**src/hdl/sal_pkg.sv**
```systemverilog
// shared types and operation codes for the sequential array list
package sal_pkg;
   localparam logic [3:0] OP_INS_FRONT = 4'd0;
   localparam logic [3:0] OP_INS_END   = 4'd1;
   localparam logic [3:0] OP_INS_SORT  = 4'd2;
   localparam logic [3:0] OP_INS_AT    = 4'd3;
   localparam logic [3:0] OP_RM_FRONT  = 4'd4;
   localparam logic [3:0] OP_RM_END    = 4'd5;
   localparam logic [3:0] OP_RM_AT     = 4'd6;
   localparam logic [3:0] OP_FIND      = 4'd7;
   localparam logic [3:0] OP_READ      = 4'd8;

   typedef struct packed {
      logic load;
      logic scan_step;
      logic shift_step;
      logic write_new;
      logic count_up;
      logic count_down;
      logic set_found;
      logic set_fail;
   } sal_cmd_type;

   typedef struct packed {
      logic scan_done;
      logic scan_hit;
      logic shift_done;
      logic full;
      logic empty;
      logic pos_ok_ins;
      logic pos_ok_rm;
   } sal_stat_type;
endpackage

```
**src/hdl/sal_ram.sv**
```systemverilog
// generic simple dual port ram (separate write and read addresses) with registered read
module sal_ram #(
   parameter int WIDTH = 32,
   parameter int DEPTH = 32
) (
   input  logic                     clock,
   input  logic                     wr_en,
   input  logic [$clog2(DEPTH)-1:0] wr_addr,
   input  logic [WIDTH-1:0]         wr_data,
   input  logic [$clog2(DEPTH)-1:0] rd_addr,
   output logic [WIDTH-1:0]         rd_data
);
   logic [WIDTH-1:0] mem_ff [DEPTH];
   always_ff @(posedge clock) begin
      if (wr_en) mem_ff[wr_addr] <= wr_data;
      rd_data <= mem_ff[rd_addr];
   end
endmodule

```
**src/hdl/sal_datapath.sv**
```systemverilog
// record storage, scan and shift datapath
module sal_datapath #(
   parameter int CAPACITY     = 32,
   parameter int PAYLOAD_BITS = 32
) (
   input  logic                       clock,
   input  logic                       reset,
   input  sal_pkg::sal_cmd_type       cmd,
   output sal_pkg::sal_stat_type      stat,
   input  logic [3:0]                 req_operation,
   input  logic [5:0]                 req_position,
   input  logic signed [31:0]         req_entry_key,
   input  logic [31:0]                req_entry_payload,
   output logic signed [31:0]         res_key,
   output logic [31:0]                res_payload,
   output logic [4:0]                 res_position,
   output logic [5:0]                 res_count,
   output logic                       res_full,
   output logic                       res_empty
);
   import sal_pkg::*;
   localparam int AW = $clog2(CAPACITY);
   localparam int CW = $clog2(CAPACITY + 1);
   localparam int PW = $clog2(CAPACITY + 64);

   logic [CW-1:0] count_ff, count_in;
   logic [3:0] op_ff;
   logic [PW-1:0] pos_ff;
   logic signed [31:0] key_ff;
   logic [PAYLOAD_BITS-1:0] pay_ff;
   logic [CW-1:0] idx_ff, idx_in;   // scan / shift index
   logic [CW-1:0] tgt_ff, tgt_in;   // target position
   logic [CW-1:0] tgt_sel;
   logic pend_ff, pend_in;          // ram read valid for idx_ff-1 at scan
   logic sh_ph_ff, sh_ph_in;        // shift phase: 0 read, 1 write
   logic signed [31:0] res_key_ff;
   logic [31:0] res_payload_ff;
   logic [4:0] res_position_ff;
   logic [5:0] res_count_ff;
   logic res_full_ff, res_empty_ff;

   logic        wr_en;
   logic [AW-1:0] wr_addr, rd_addr;
   logic [31:0] wr_key, rd_key;
   logic [PAYLOAD_BITS-1:0] wr_pay, rd_pay;
   logic is_ins;
   logic scans;
   logic in_range;
   logic [PW-1:0] cnt_w;
   logic signed [31:0] rk;

   sal_ram #(.WIDTH(32), .DEPTH(CAPACITY)) u_keys (
      .clock(clock), .wr_en(wr_en), .wr_addr(wr_addr), .wr_data(wr_key),
      .rd_addr(rd_addr), .rd_data(rd_key));
   sal_ram #(.WIDTH(PAYLOAD_BITS), .DEPTH(CAPACITY)) u_pays (
      .clock(clock), .wr_en(wr_en), .wr_addr(wr_addr), .wr_data(wr_pay),
      .rd_addr(rd_addr), .rd_data(rd_pay));

   assign is_ins = (op_ff <= OP_INS_AT);
   assign scans = (op_ff == OP_FIND) || (op_ff == OP_INS_SORT);

   assign cnt_w = PW'(count_ff);
   assign stat.full = (count_ff == CW'(CAPACITY));
   assign stat.empty = (count_ff == '0);
   assign stat.pos_ok_ins = (pos_ff <= cnt_w);
   assign stat.pos_ok_rm = (pos_ff < cnt_w);
   // scan: read address idx, data arrives next cycle for idx-1
   assign rk = $signed(rd_key);
   assign in_range = (idx_ff <= count_ff);
   assign stat.scan_hit = pend_ff && in_range
                          && ((op_ff == OP_FIND) ? (rk == key_ff) : (rk > key_ff));
   assign stat.scan_done = !scans || stat.scan_hit || (!pend_ff && idx_ff >= count_ff)
                           || (pend_ff && idx_ff > count_ff);
   // shift done when no moves remain
   assign stat.shift_done = is_ins ? (idx_ff <= tgt_ff) : (idx_ff + 1'b1 >= count_ff);

   always_comb begin
      case (op_ff)
         OP_INS_FRONT, OP_RM_FRONT: tgt_sel = '0;
         OP_INS_END:  tgt_sel = count_ff;
         OP_INS_SORT: tgt_sel = stat.scan_hit ? CW'(idx_ff - 1'b1) : count_ff;
         OP_RM_END:   tgt_sel = count_ff - 1'b1;
         default:     tgt_sel = CW'(pos_ff);
      endcase
   end

   always_comb begin
      rd_addr = idx_ff[AW-1:0];
      wr_en = 1'b0;
      wr_addr = idx_ff[AW-1:0];
      wr_key = rd_key;
      wr_pay = rd_pay;
      if (cmd.scan_step && !scans) rd_addr = pos_ff[AW-1:0];
      if (cmd.shift_step) begin
         if (is_ins) rd_addr = AW'(idx_ff - 1'b1);
         else rd_addr = AW'(idx_ff + 1'b1);
         wr_en = sh_ph_ff;
      end
      if (cmd.write_new) begin
         wr_en = 1'b1;
         wr_addr = tgt_ff[AW-1:0];
         wr_key = key_ff;
         wr_pay = pay_ff;
      end
   end

   always_comb begin
      idx_in = idx_ff;
      tgt_in = tgt_ff;
      pend_in = cmd.scan_step && !stat.scan_done;
      sh_ph_in = cmd.shift_step && !sh_ph_ff;
      count_in = count_ff;
      if (cmd.count_up) count_in = count_ff + 1'b1;
      else if (cmd.count_down) count_in = count_ff - 1'b1;
      if (cmd.load) idx_in = '0;
      if (cmd.scan_step) begin
         if (stat.scan_done) begin
            tgt_in = tgt_sel;
            idx_in = is_ins ? count_ff : tgt_sel;
         end else idx_in = idx_ff + 1'b1;
      end
      if (cmd.shift_step && sh_ph_ff) idx_in = is_ins ? idx_ff - 1'b1 : idx_ff + 1'b1;
   end

   always_ff @(posedge clock) begin
      if (reset) begin
         count_ff <= '0;
         pend_ff <= 1'b0;
         sh_ph_ff <= 1'b0;
      end else begin
         count_ff <= count_in;
         pend_ff <= pend_in;
         sh_ph_ff <= sh_ph_in;
      end
      idx_ff <= idx_in;
      tgt_ff <= tgt_in;
      if (cmd.load) begin
         op_ff <= req_operation;
         pos_ff <= PW'(req_position);
         key_ff <= req_entry_key;
         pay_ff <= PAYLOAD_BITS'(req_entry_payload);
      end
      if (cmd.set_found) begin
         res_key_ff <= rk;
         res_payload_ff <= 32'(rd_pay);
         res_position_ff <= (op_ff == OP_FIND) ? 5'(idx_ff - 1'b1) : 5'(tgt_ff);
      end else if (cmd.set_fail) begin
         res_key_ff <= '0;
         res_payload_ff <= '0;
         res_position_ff <= '0;
      end
      res_count_ff <= 6'(count_ff);
      res_full_ff <= stat.full;
      res_empty_ff <= stat.empty;
   end

   assign res_key = res_key_ff;
   assign res_payload = res_payload_ff;
   assign res_position = res_position_ff;
   assign res_count = res_count_ff;
   assign res_full = res_full_ff;
   assign res_empty = res_empty_ff;
endmodule

```
**src/hdl/sal_control.sv**
```systemverilog
// operation sequencer for the sequential array list
module sal_control (
   input  logic                  clock,
   input  logic                  reset,
   input  logic                  req_valid,
   output logic                  req_ready,
   input  logic [3:0]            req_operation,
   output logic                  rsp_valid,
   input  logic                  rsp_ready,
   output sal_pkg::sal_cmd_type  cmd,
   input  sal_pkg::sal_stat_type stat,
   output logic                  mode_ok
);
   import sal_pkg::*;
   localparam logic [2:0] S_IDLE = 3'd0, S_CHECK = 3'd1, S_SCAN = 3'd2,
                          S_SHIFT = 3'd3, S_WRITE = 3'd4, S_COUNT = 3'd5,
                          S_RESULT = 3'd6, S_DONE = 3'd7;
   logic [2:0] state_ff, state_in;
   logic [3:0] op_ff;
   logic ok_ff, ok_in;
   logic is_ins;
   assign is_ins = (op_ff <= OP_INS_AT);
   assign req_ready = (state_ff == S_IDLE) && !rsp_valid;
   assign mode_ok = ok_ff;

   always_comb begin
      cmd = '0;
      state_in = state_ff;
      ok_in = ok_ff;
      case (state_ff)
         S_IDLE: begin
            if (req_valid && req_ready) begin
               cmd.load = 1'b1;
               state_in = S_CHECK;
            end
         end
         S_CHECK: begin
            ok_in = 1'b0;
            state_in = S_COUNT;
            case (op_ff)
               OP_INS_FRONT, OP_INS_END, OP_INS_AT:
                  if (!stat.full && (op_ff != OP_INS_AT || stat.pos_ok_ins)) begin
                     ok_in = 1'b1;
                     state_in = S_SCAN;
                  end
               OP_INS_SORT:
                  if (!stat.full) begin
                     ok_in = 1'b1;
                     state_in = S_SCAN;
                  end
               OP_RM_FRONT, OP_RM_END, OP_RM_AT:
                  if (!stat.empty && (op_ff != OP_RM_AT || stat.pos_ok_rm)) begin
                     ok_in = 1'b1;
                     state_in = S_SCAN;
                  end
               OP_FIND: begin
                  ok_in = 1'b1;
                  state_in = S_SCAN;
               end
               OP_READ:
                  if (stat.pos_ok_rm) begin
                     ok_in = 1'b1;
                     state_in = S_SCAN;
                  end
               default: ok_in = 1'b0;
            endcase
         end
         S_SCAN: begin
            // only find and sorted insert really scan; others fall through
            cmd.scan_step = 1'b1;
            if (stat.scan_done) begin
               if (op_ff == OP_FIND) begin
                  ok_in = stat.scan_hit;
                  state_in = S_COUNT;
                  cmd.set_found = stat.scan_hit;
               end else state_in = S_SHIFT;
            end
         end
         S_SHIFT: begin
            if (op_ff == OP_READ) begin
               cmd.set_found = 1'b1;
               state_in = S_COUNT;
            end else if (stat.shift_done) state_in = is_ins ? S_WRITE : S_COUNT;
            else cmd.shift_step = 1'b1;
         end
         S_WRITE: begin
            cmd.write_new = 1'b1;
            state_in = S_COUNT;
         end
         S_COUNT: begin
            if (ok_ff && op_ff <= OP_RM_AT) begin
               cmd.count_up = is_ins;
               cmd.count_down = !is_ins;
            end
            if (!ok_ff || op_ff <= OP_RM_AT) cmd.set_fail = 1'b1;
            state_in = S_RESULT;
         end
         S_RESULT: state_in = S_DONE;
         S_DONE: if (rsp_ready) state_in = S_IDLE;
         default: state_in = S_IDLE;
      endcase
   end

   assign rsp_valid = (state_ff == S_DONE);

   always_ff @(posedge clock) begin
      if (reset) begin
         state_ff <= S_IDLE;
         ok_ff <= 1'b0;
      end else begin
         state_ff <= state_in;
         ok_ff <= ok_in;
      end
      if (cmd.load) op_ff <= req_operation;
   end
endmodule

```
**src/hdl/sequential_array_list.sv**
```systemverilog
// top level of the sequential array list
// usage:
//  req_ channel carries one operation word (operation, position, key, payload)
//  rsp_ channel returns one result word per operation
//  one operation at a time; req_ready is high only when idle
//  steps per word: check, scan, shift, write (inserts only), count, result, done
//  rejected words go from check to count; find skips shift and write
//  only find and sorted insert scan the stored records; other operations do not
//  each move is a read phase then a write phase, due to the registered ram read
//  a new word is taken only after the previous result has been taken
//  reset clears the record count; record memory is not cleared
//  a stalled rsp_ holds the result and blocks new words
//  failed operations leave the list untouched
module sequential_array_list #(
   parameter int CAPACITY     = 32,
   parameter int PAYLOAD_BITS = 32
) (
   input  logic               clock,
   input  logic               reset,
   input  logic               req_valid,
   output logic               req_ready,
   input  logic [3:0]         req_operation,
   input  logic [5:0]         req_position,
   input  logic signed [31:0] req_entry_key,
   input  logic [31:0]        req_entry_payload,
   output logic               rsp_valid,
   input  logic               rsp_ready,
   output logic               rsp_success,
   output logic signed [31:0] rsp_found_key,
   output logic [31:0]        rsp_found_payload,
   output logic [4:0]         rsp_found_position,
   output logic [5:0]         rsp_entry_count,
   output logic               rsp_is_full,
   output logic               rsp_is_empty
);
   import sal_pkg::*;
   sal_cmd_type cmd;
   sal_stat_type stat;
   logic ok;

   sal_control u_ctl (
      .clock(clock), .reset(reset), .req_valid(req_valid), .req_ready(req_ready),
      .req_operation(req_operation), .rsp_valid(rsp_valid), .rsp_ready(rsp_ready),
      .cmd(cmd), .stat(stat), .mode_ok(ok));

   sal_datapath #(.CAPACITY(CAPACITY), .PAYLOAD_BITS(PAYLOAD_BITS)) u_dp (
      .clock(clock), .reset(reset), .cmd(cmd), .stat(stat),
      .req_operation(req_operation), .req_position(req_position),
      .req_entry_key(req_entry_key), .req_entry_payload(req_entry_payload),
      .res_key(rsp_found_key),
      .res_payload(rsp_found_payload), .res_position(rsp_found_position),
      .res_count(rsp_entry_count), .res_full(rsp_is_full),
      .res_empty(rsp_is_empty));

   assign rsp_success = ok;

   a_no_accept_busy: assert property (@(posedge clock) disable iff (reset)
      rsp_valid |-> !req_ready) else $error("accept while result pending");
   a_full_empty: assert property (@(posedge clock) disable iff (reset)
      rsp_valid |-> !(rsp_is_full && rsp_is_empty)) else $error("full and empty");
   a_hold: assert property (@(posedge clock) disable iff (reset)
      rsp_valid && !rsp_ready |=> rsp_valid) else $error("result dropped");
endmodule

```
**config.mk**
```make
export PLATFORM = sky130hd
export DESIGN_NAME = sequential_array_list
export DESIGN_NICKNAME = d
export VERILOG_FILES = /design/src/hdl/sal_pkg.sv /design/src/hdl/sal_ram.sv /design/src/hdl/sal_datapath.sv /design/src/hdl/sal_control.sv /design/src/hdl/sequential_array_list.sv
export SDC_FILE = /design/constraint.sdc
export NUM_CORES = 2
export LEC_CHECK = 0
export ABC_AREA = 1
export BUFFER_PORTS_ARGS = -buffer_cell sky130_fd_sc_hd__buf_4
export CORE_MARGIN = 10
export CORE_UTILIZATION = 68
export DETAILED_ROUTE_END_ITERATION = 7
export GPL_TIMING_DRIVEN = 0
export HOLD_SLACK_MARGIN = 0.15
export PLACE_DENSITY_LB_ADDON = 0.05
export SLEW_MARGIN = 20
export SYNTH_ARGS = -nofsm -noshare
export SYNTH_HDL_FRONTEND = slang
export SYNTH_HIERARCHICAL = 1
export SYNTH_SLANG_ARGS = --single-unit
```
**constraint.sdc**
```tcl
create_clock -name clock -period 13.1 [get_ports clock]
set_clock_uncertainty 0.2 [all_clocks]
set_input_delay 1.31 -clock clock [delete_from_list [all_inputs] [get_ports clock]]
set_output_delay 1.31 -clock clock [all_outputs]
set_load 0.03 [all_outputs]
```
==> flow_metrics.env <==
export IMPL_status="finished clean"
export IMPL_synth_nets=8265
export IMPL_r2r_start="u_dp/idx_ff[0]"
export IMPL_rsz0062_at_grt="false"
export IMPL_start_util=0.686
export IMPL_endpoint_kind="flip-flop"
export IMPL_grt_pass1_wl_microns=423000
export IMPL_portBuffers=157
export IMPL_post_route_period_util=0.557
export IMPL_startpoint_type="flip-flop"
export IMPL_cts_tree="yes"
export IMPL_finalMaxSlewViolations=0
export IMPL_placed_area_sq_mm=0.102
export IMPL_die_y_microns=393
export IMPL_routabilityCongestion=0.935
export IMPL_clk_pin_slew_ns=0.06
export IMPL_hold_buffers=3
export IMPL_globalRouteOverflowTotal=0
export IMPL_setup_viol=0
export IMPL_ys_seq_area_frac=0.720
export IMPL_cts_buffers=215
export IMPL_r2r_end="u_dp/u_keys/rd_data[11]"
export IMPL_hold_viol_final=0
export IMPL_synth_seq_cells=2291
export IMPL_drt_initial_drc_count=11900
export IMPL_cp_startpoint="u_dp/idx_ff[0]"
export IMPL_crit_required_ns=13.63
export IMPL_regToRegSetupSlack_ns=5.80
export IMPL_root_buffer="clkbuf_16"
export IMPL_die_w_microns=393
export IMPL_antenna_found_initial=17
export IMPL_cts_setup_buffers=0
export IMPL_first_global_vias=64100
export IMPL_routedWlPerCell_microns=28.0
export IMPL_syn_area_sq_mm=0.0944
export IMPL_ant_nets=0
export IMPL_htree_levels=4
export IMPL_drt_pass1_iterations=6
export IMPL_wl_microns=297000
export IMPL_ff2ff_path_depth=18
export IMPL_pwr_density_cell_mw_per_mm2=214
export IMPL_final_setup_tns_ns=0
export IMPL_vdd_drop_max_uv=150
export IMPL_yosysWarnings=6
export IMPL_crit_fanout=10
export IMPL_max_cap_violations=0
export IMPL_arrival_ns=7.83
export IMPL_drive_above_1_share=0.126
export IMPL_core_area_sq_mm=0.138
export IMPL_vias=68500
export IMPL_clock_path_buffers=3
export IMPL_fin_crit_ns=7.30
export IMPL_grt_max_degree=42
export IMPL_route_detailed_drc=0
export IMPL_vias_per_cell=6.45
export IMPL_insertion_delay_ns=0.84
export IMPL_syn2layout_area_growth_pct=15.0
export IMPL_ys_async_sr_fraction=0
export IMPL_hpwlAfterDp_microns=202000
export IMPL_synth_edf_count=2207
export IMPL_nets=8767
export IMPL_postSynthAreaPerCell_sq_um=11.6
export IMPL_critPathKind="flip-flop to flip-flop"
export IMPL_io_pins=158
export IMPL_placementRows=136
export IMPL_clock_fmax_mhz=137
export IMPL_hold_path_class="flip-flop to flip-flop"
export IMPL_cts_sinks=2291
export IMPL_synth_cell_types=54
export IMPL_syn_inst=8126
export IMPL_cts_resized_gates=0
export IMPL_relSlewSlack=0.216
export IMPL_die_area_sq_mm=0.154
export IMPL_leakage_nw=41.7
export IMPL_track_usage=0.379
export IMPL_worst_pin_slew_ns=1.16
export IMPL_stdcell_area_sq_mm=0.109
export IMPL_ys_flop_type="edfxtp_1"
export IMPL_cp_endpoint="u_dp/u_keys/rd_data[11]"
## power by group
part           switching, mW  internal, mW
sequential             0.196          9.30
combinational           5.74          1.91
clock                   2.67          3.46
total                   8.60          14.7
## cell usage in the layout (no fill, tap or decap), drive strengths merged, types with 2 or more instances in the layout
cell         instances
buf                672
bufinv              14
clkinvlp             8
inv                204
edfxtp            2207
a21boi               2
clkbuf             385
o21a                 5
clkinv              69
diode                7
nor3                11
dlygate4sd3          3
nand4                5
o211ai              12
or2                  7
xor2                12
a221oi               2
a21oi               40
xnor2                3
nor2               119
ha                  61
nand2             3208
o21ai               68
a211oi               4
dfxtp               84
nor3b                2
a32oi                2
a21o                 2
nand3             1592
## state kept, by name (all words and copies together), names as in the netlist
| name | count |
|---|---|
| u_ctl/mode_ok | 1 |
| u_ctl/op_ff | 4 |
| u_ctl/state_ff | 3 |
| u_dp/count_ff | 6 |
| u_dp/idx_ff | 6 |
| u_dp/key_ff | 32 |
| u_dp/op_ff | 4 |
| u_dp/pay_ff | 32 |
| u_dp/pend_ff | 1 |
| u_dp/pos_ff | 6 |
| u_dp/res_count | 6 |
| u_dp/res_empty | 1 |
| u_dp/res_full | 1 |
| u_dp/res_key | 32 |
| u_dp/res_payload | 32 |
| u_dp/res_position | 5 |
| u_dp/sh_ph_ff | 1 |
| u_dp/tgt_ff | 6 |
| u_dp/u_keys/mem_ff | 1024 |
| u_dp/u_keys/rd_data | 32 |
| u_dp/u_pays/mem_ff | 1024 |
| u_dp/u_pays/rd_data | 32 |
## critical path: stages (launching register included)
cell and delay [ns]:
edfxtp_1 0.54, inv_1 0.30, ha_1 0.58, ha_1 0.30, a21boi_0 0.12, o21a_1 0.17
o21a_1 0.16, o21a_1 0.16, o21ai_0 0.14, a32oi_1 0.17, nor3b_2 0.62, inv_1 0.31
o21ai_1 0.86, clkbuf_1 0.92, clkbuf_1 0.74, nand2_1 0.12, nand2_1 0.33, nand2_1 0.20
nand2_1 0.24
## final cells by class
type | count | area, sq um
tap | 1794 | 2240
inverter | 201 | 771
sequential | 2291 | 68000
timing repair buffer | 285 | 4030
fill | 7993 | 29100
clock inverter | 94 | 871
antenna | 7 | 17.5
multi-input combinational | 5168 | 23400
buffer | 466 | 3210
clock buffer | 309 | 6010
## cell families after synthesis
kind of cell               synth area share
buffers and inverters                0.0421
AOI/OAI and AO/OA                   0.00898
and+or+nand+nor                       0.220
DFF                                   0.720
xor gates and xnor gates            0.00139
adders and majority gates           0.00808
## worst min-delay path by stage
stage | from | end | slack, ns | cells after the start
6_report | u_dp/sh_ph_ff | u_dp/sh_ph_ff | 0.23 | 1
3_3_place_gp | u_dp/count_ff[3] | u_dp/res_count[3] | 0.14 | 0
2_1_floorplan | u_dp/count_ff[2] | u_dp/res_count[2] | 0.13 | 0
4_1_cts | u_dp/sh_ph_ff | u_dp/sh_ph_ff | 0.22 | 1
5_1_grt | u_dp/sh_ph_ff | u_dp/sh_ph_ff | 0.24 | 1
3_5_place_dp | u_dp/count_ff[3] | u_dp/res_count[3] | 0.14 | 0
## Yosys cell counts (49+ instances only)
master    number  area share
nand2_1     3200        0.13
buf_4         49      0.0039
ha_1          61      0.0081
o21ai_0       65      0.0034
dfxtp_1       84       0.018
nand3_1     1589       0.084
inv_1        189      0.0075
edfxtp_1    2207        0.70
nor2_1       111      0.0044
clkbuf_1      75      0.0030
buf_2        167      0.0089
buf_6        132       0.016
## metal layers
metal | GRT usage | up-vias | part of all wire
met5 | 0 | - | 0.00030
met4 | 0.168 | 12 | 0.053
met3 | 0.136 | 954 | 0.17
met2 | 0.548 | 5893 | 0.43
met1 | 0.522 | 32500 | 0.35
li1 | - | 29200 | -
## metrics by stage
| step | util | total power, mW | instances | setup WS [ns] | hold WS [ns] |
|---|---|---|---|---|---|
| after floorplan | - | 13.4 | 8126 | 5.50 | 0.126 |
| after global placement | 0.711 | 16.2 | 10100 | 1.31 | 0.135 |
| after detailed placement | 0.738 | 16.8 | 10200 | 6.23 | 0.136 |
| after CTS | 0.788 | 22.8 | 10600 | 6.18 | 0.224 |
| after global routing | 0.788 | 23.9 | 10600 | 5.99 | 0.240 |
| final | 0.789 | 23.3 | 10600 | 5.80 | 0.229 |
No activity file was read; power rests on OpenSTA's default activity.
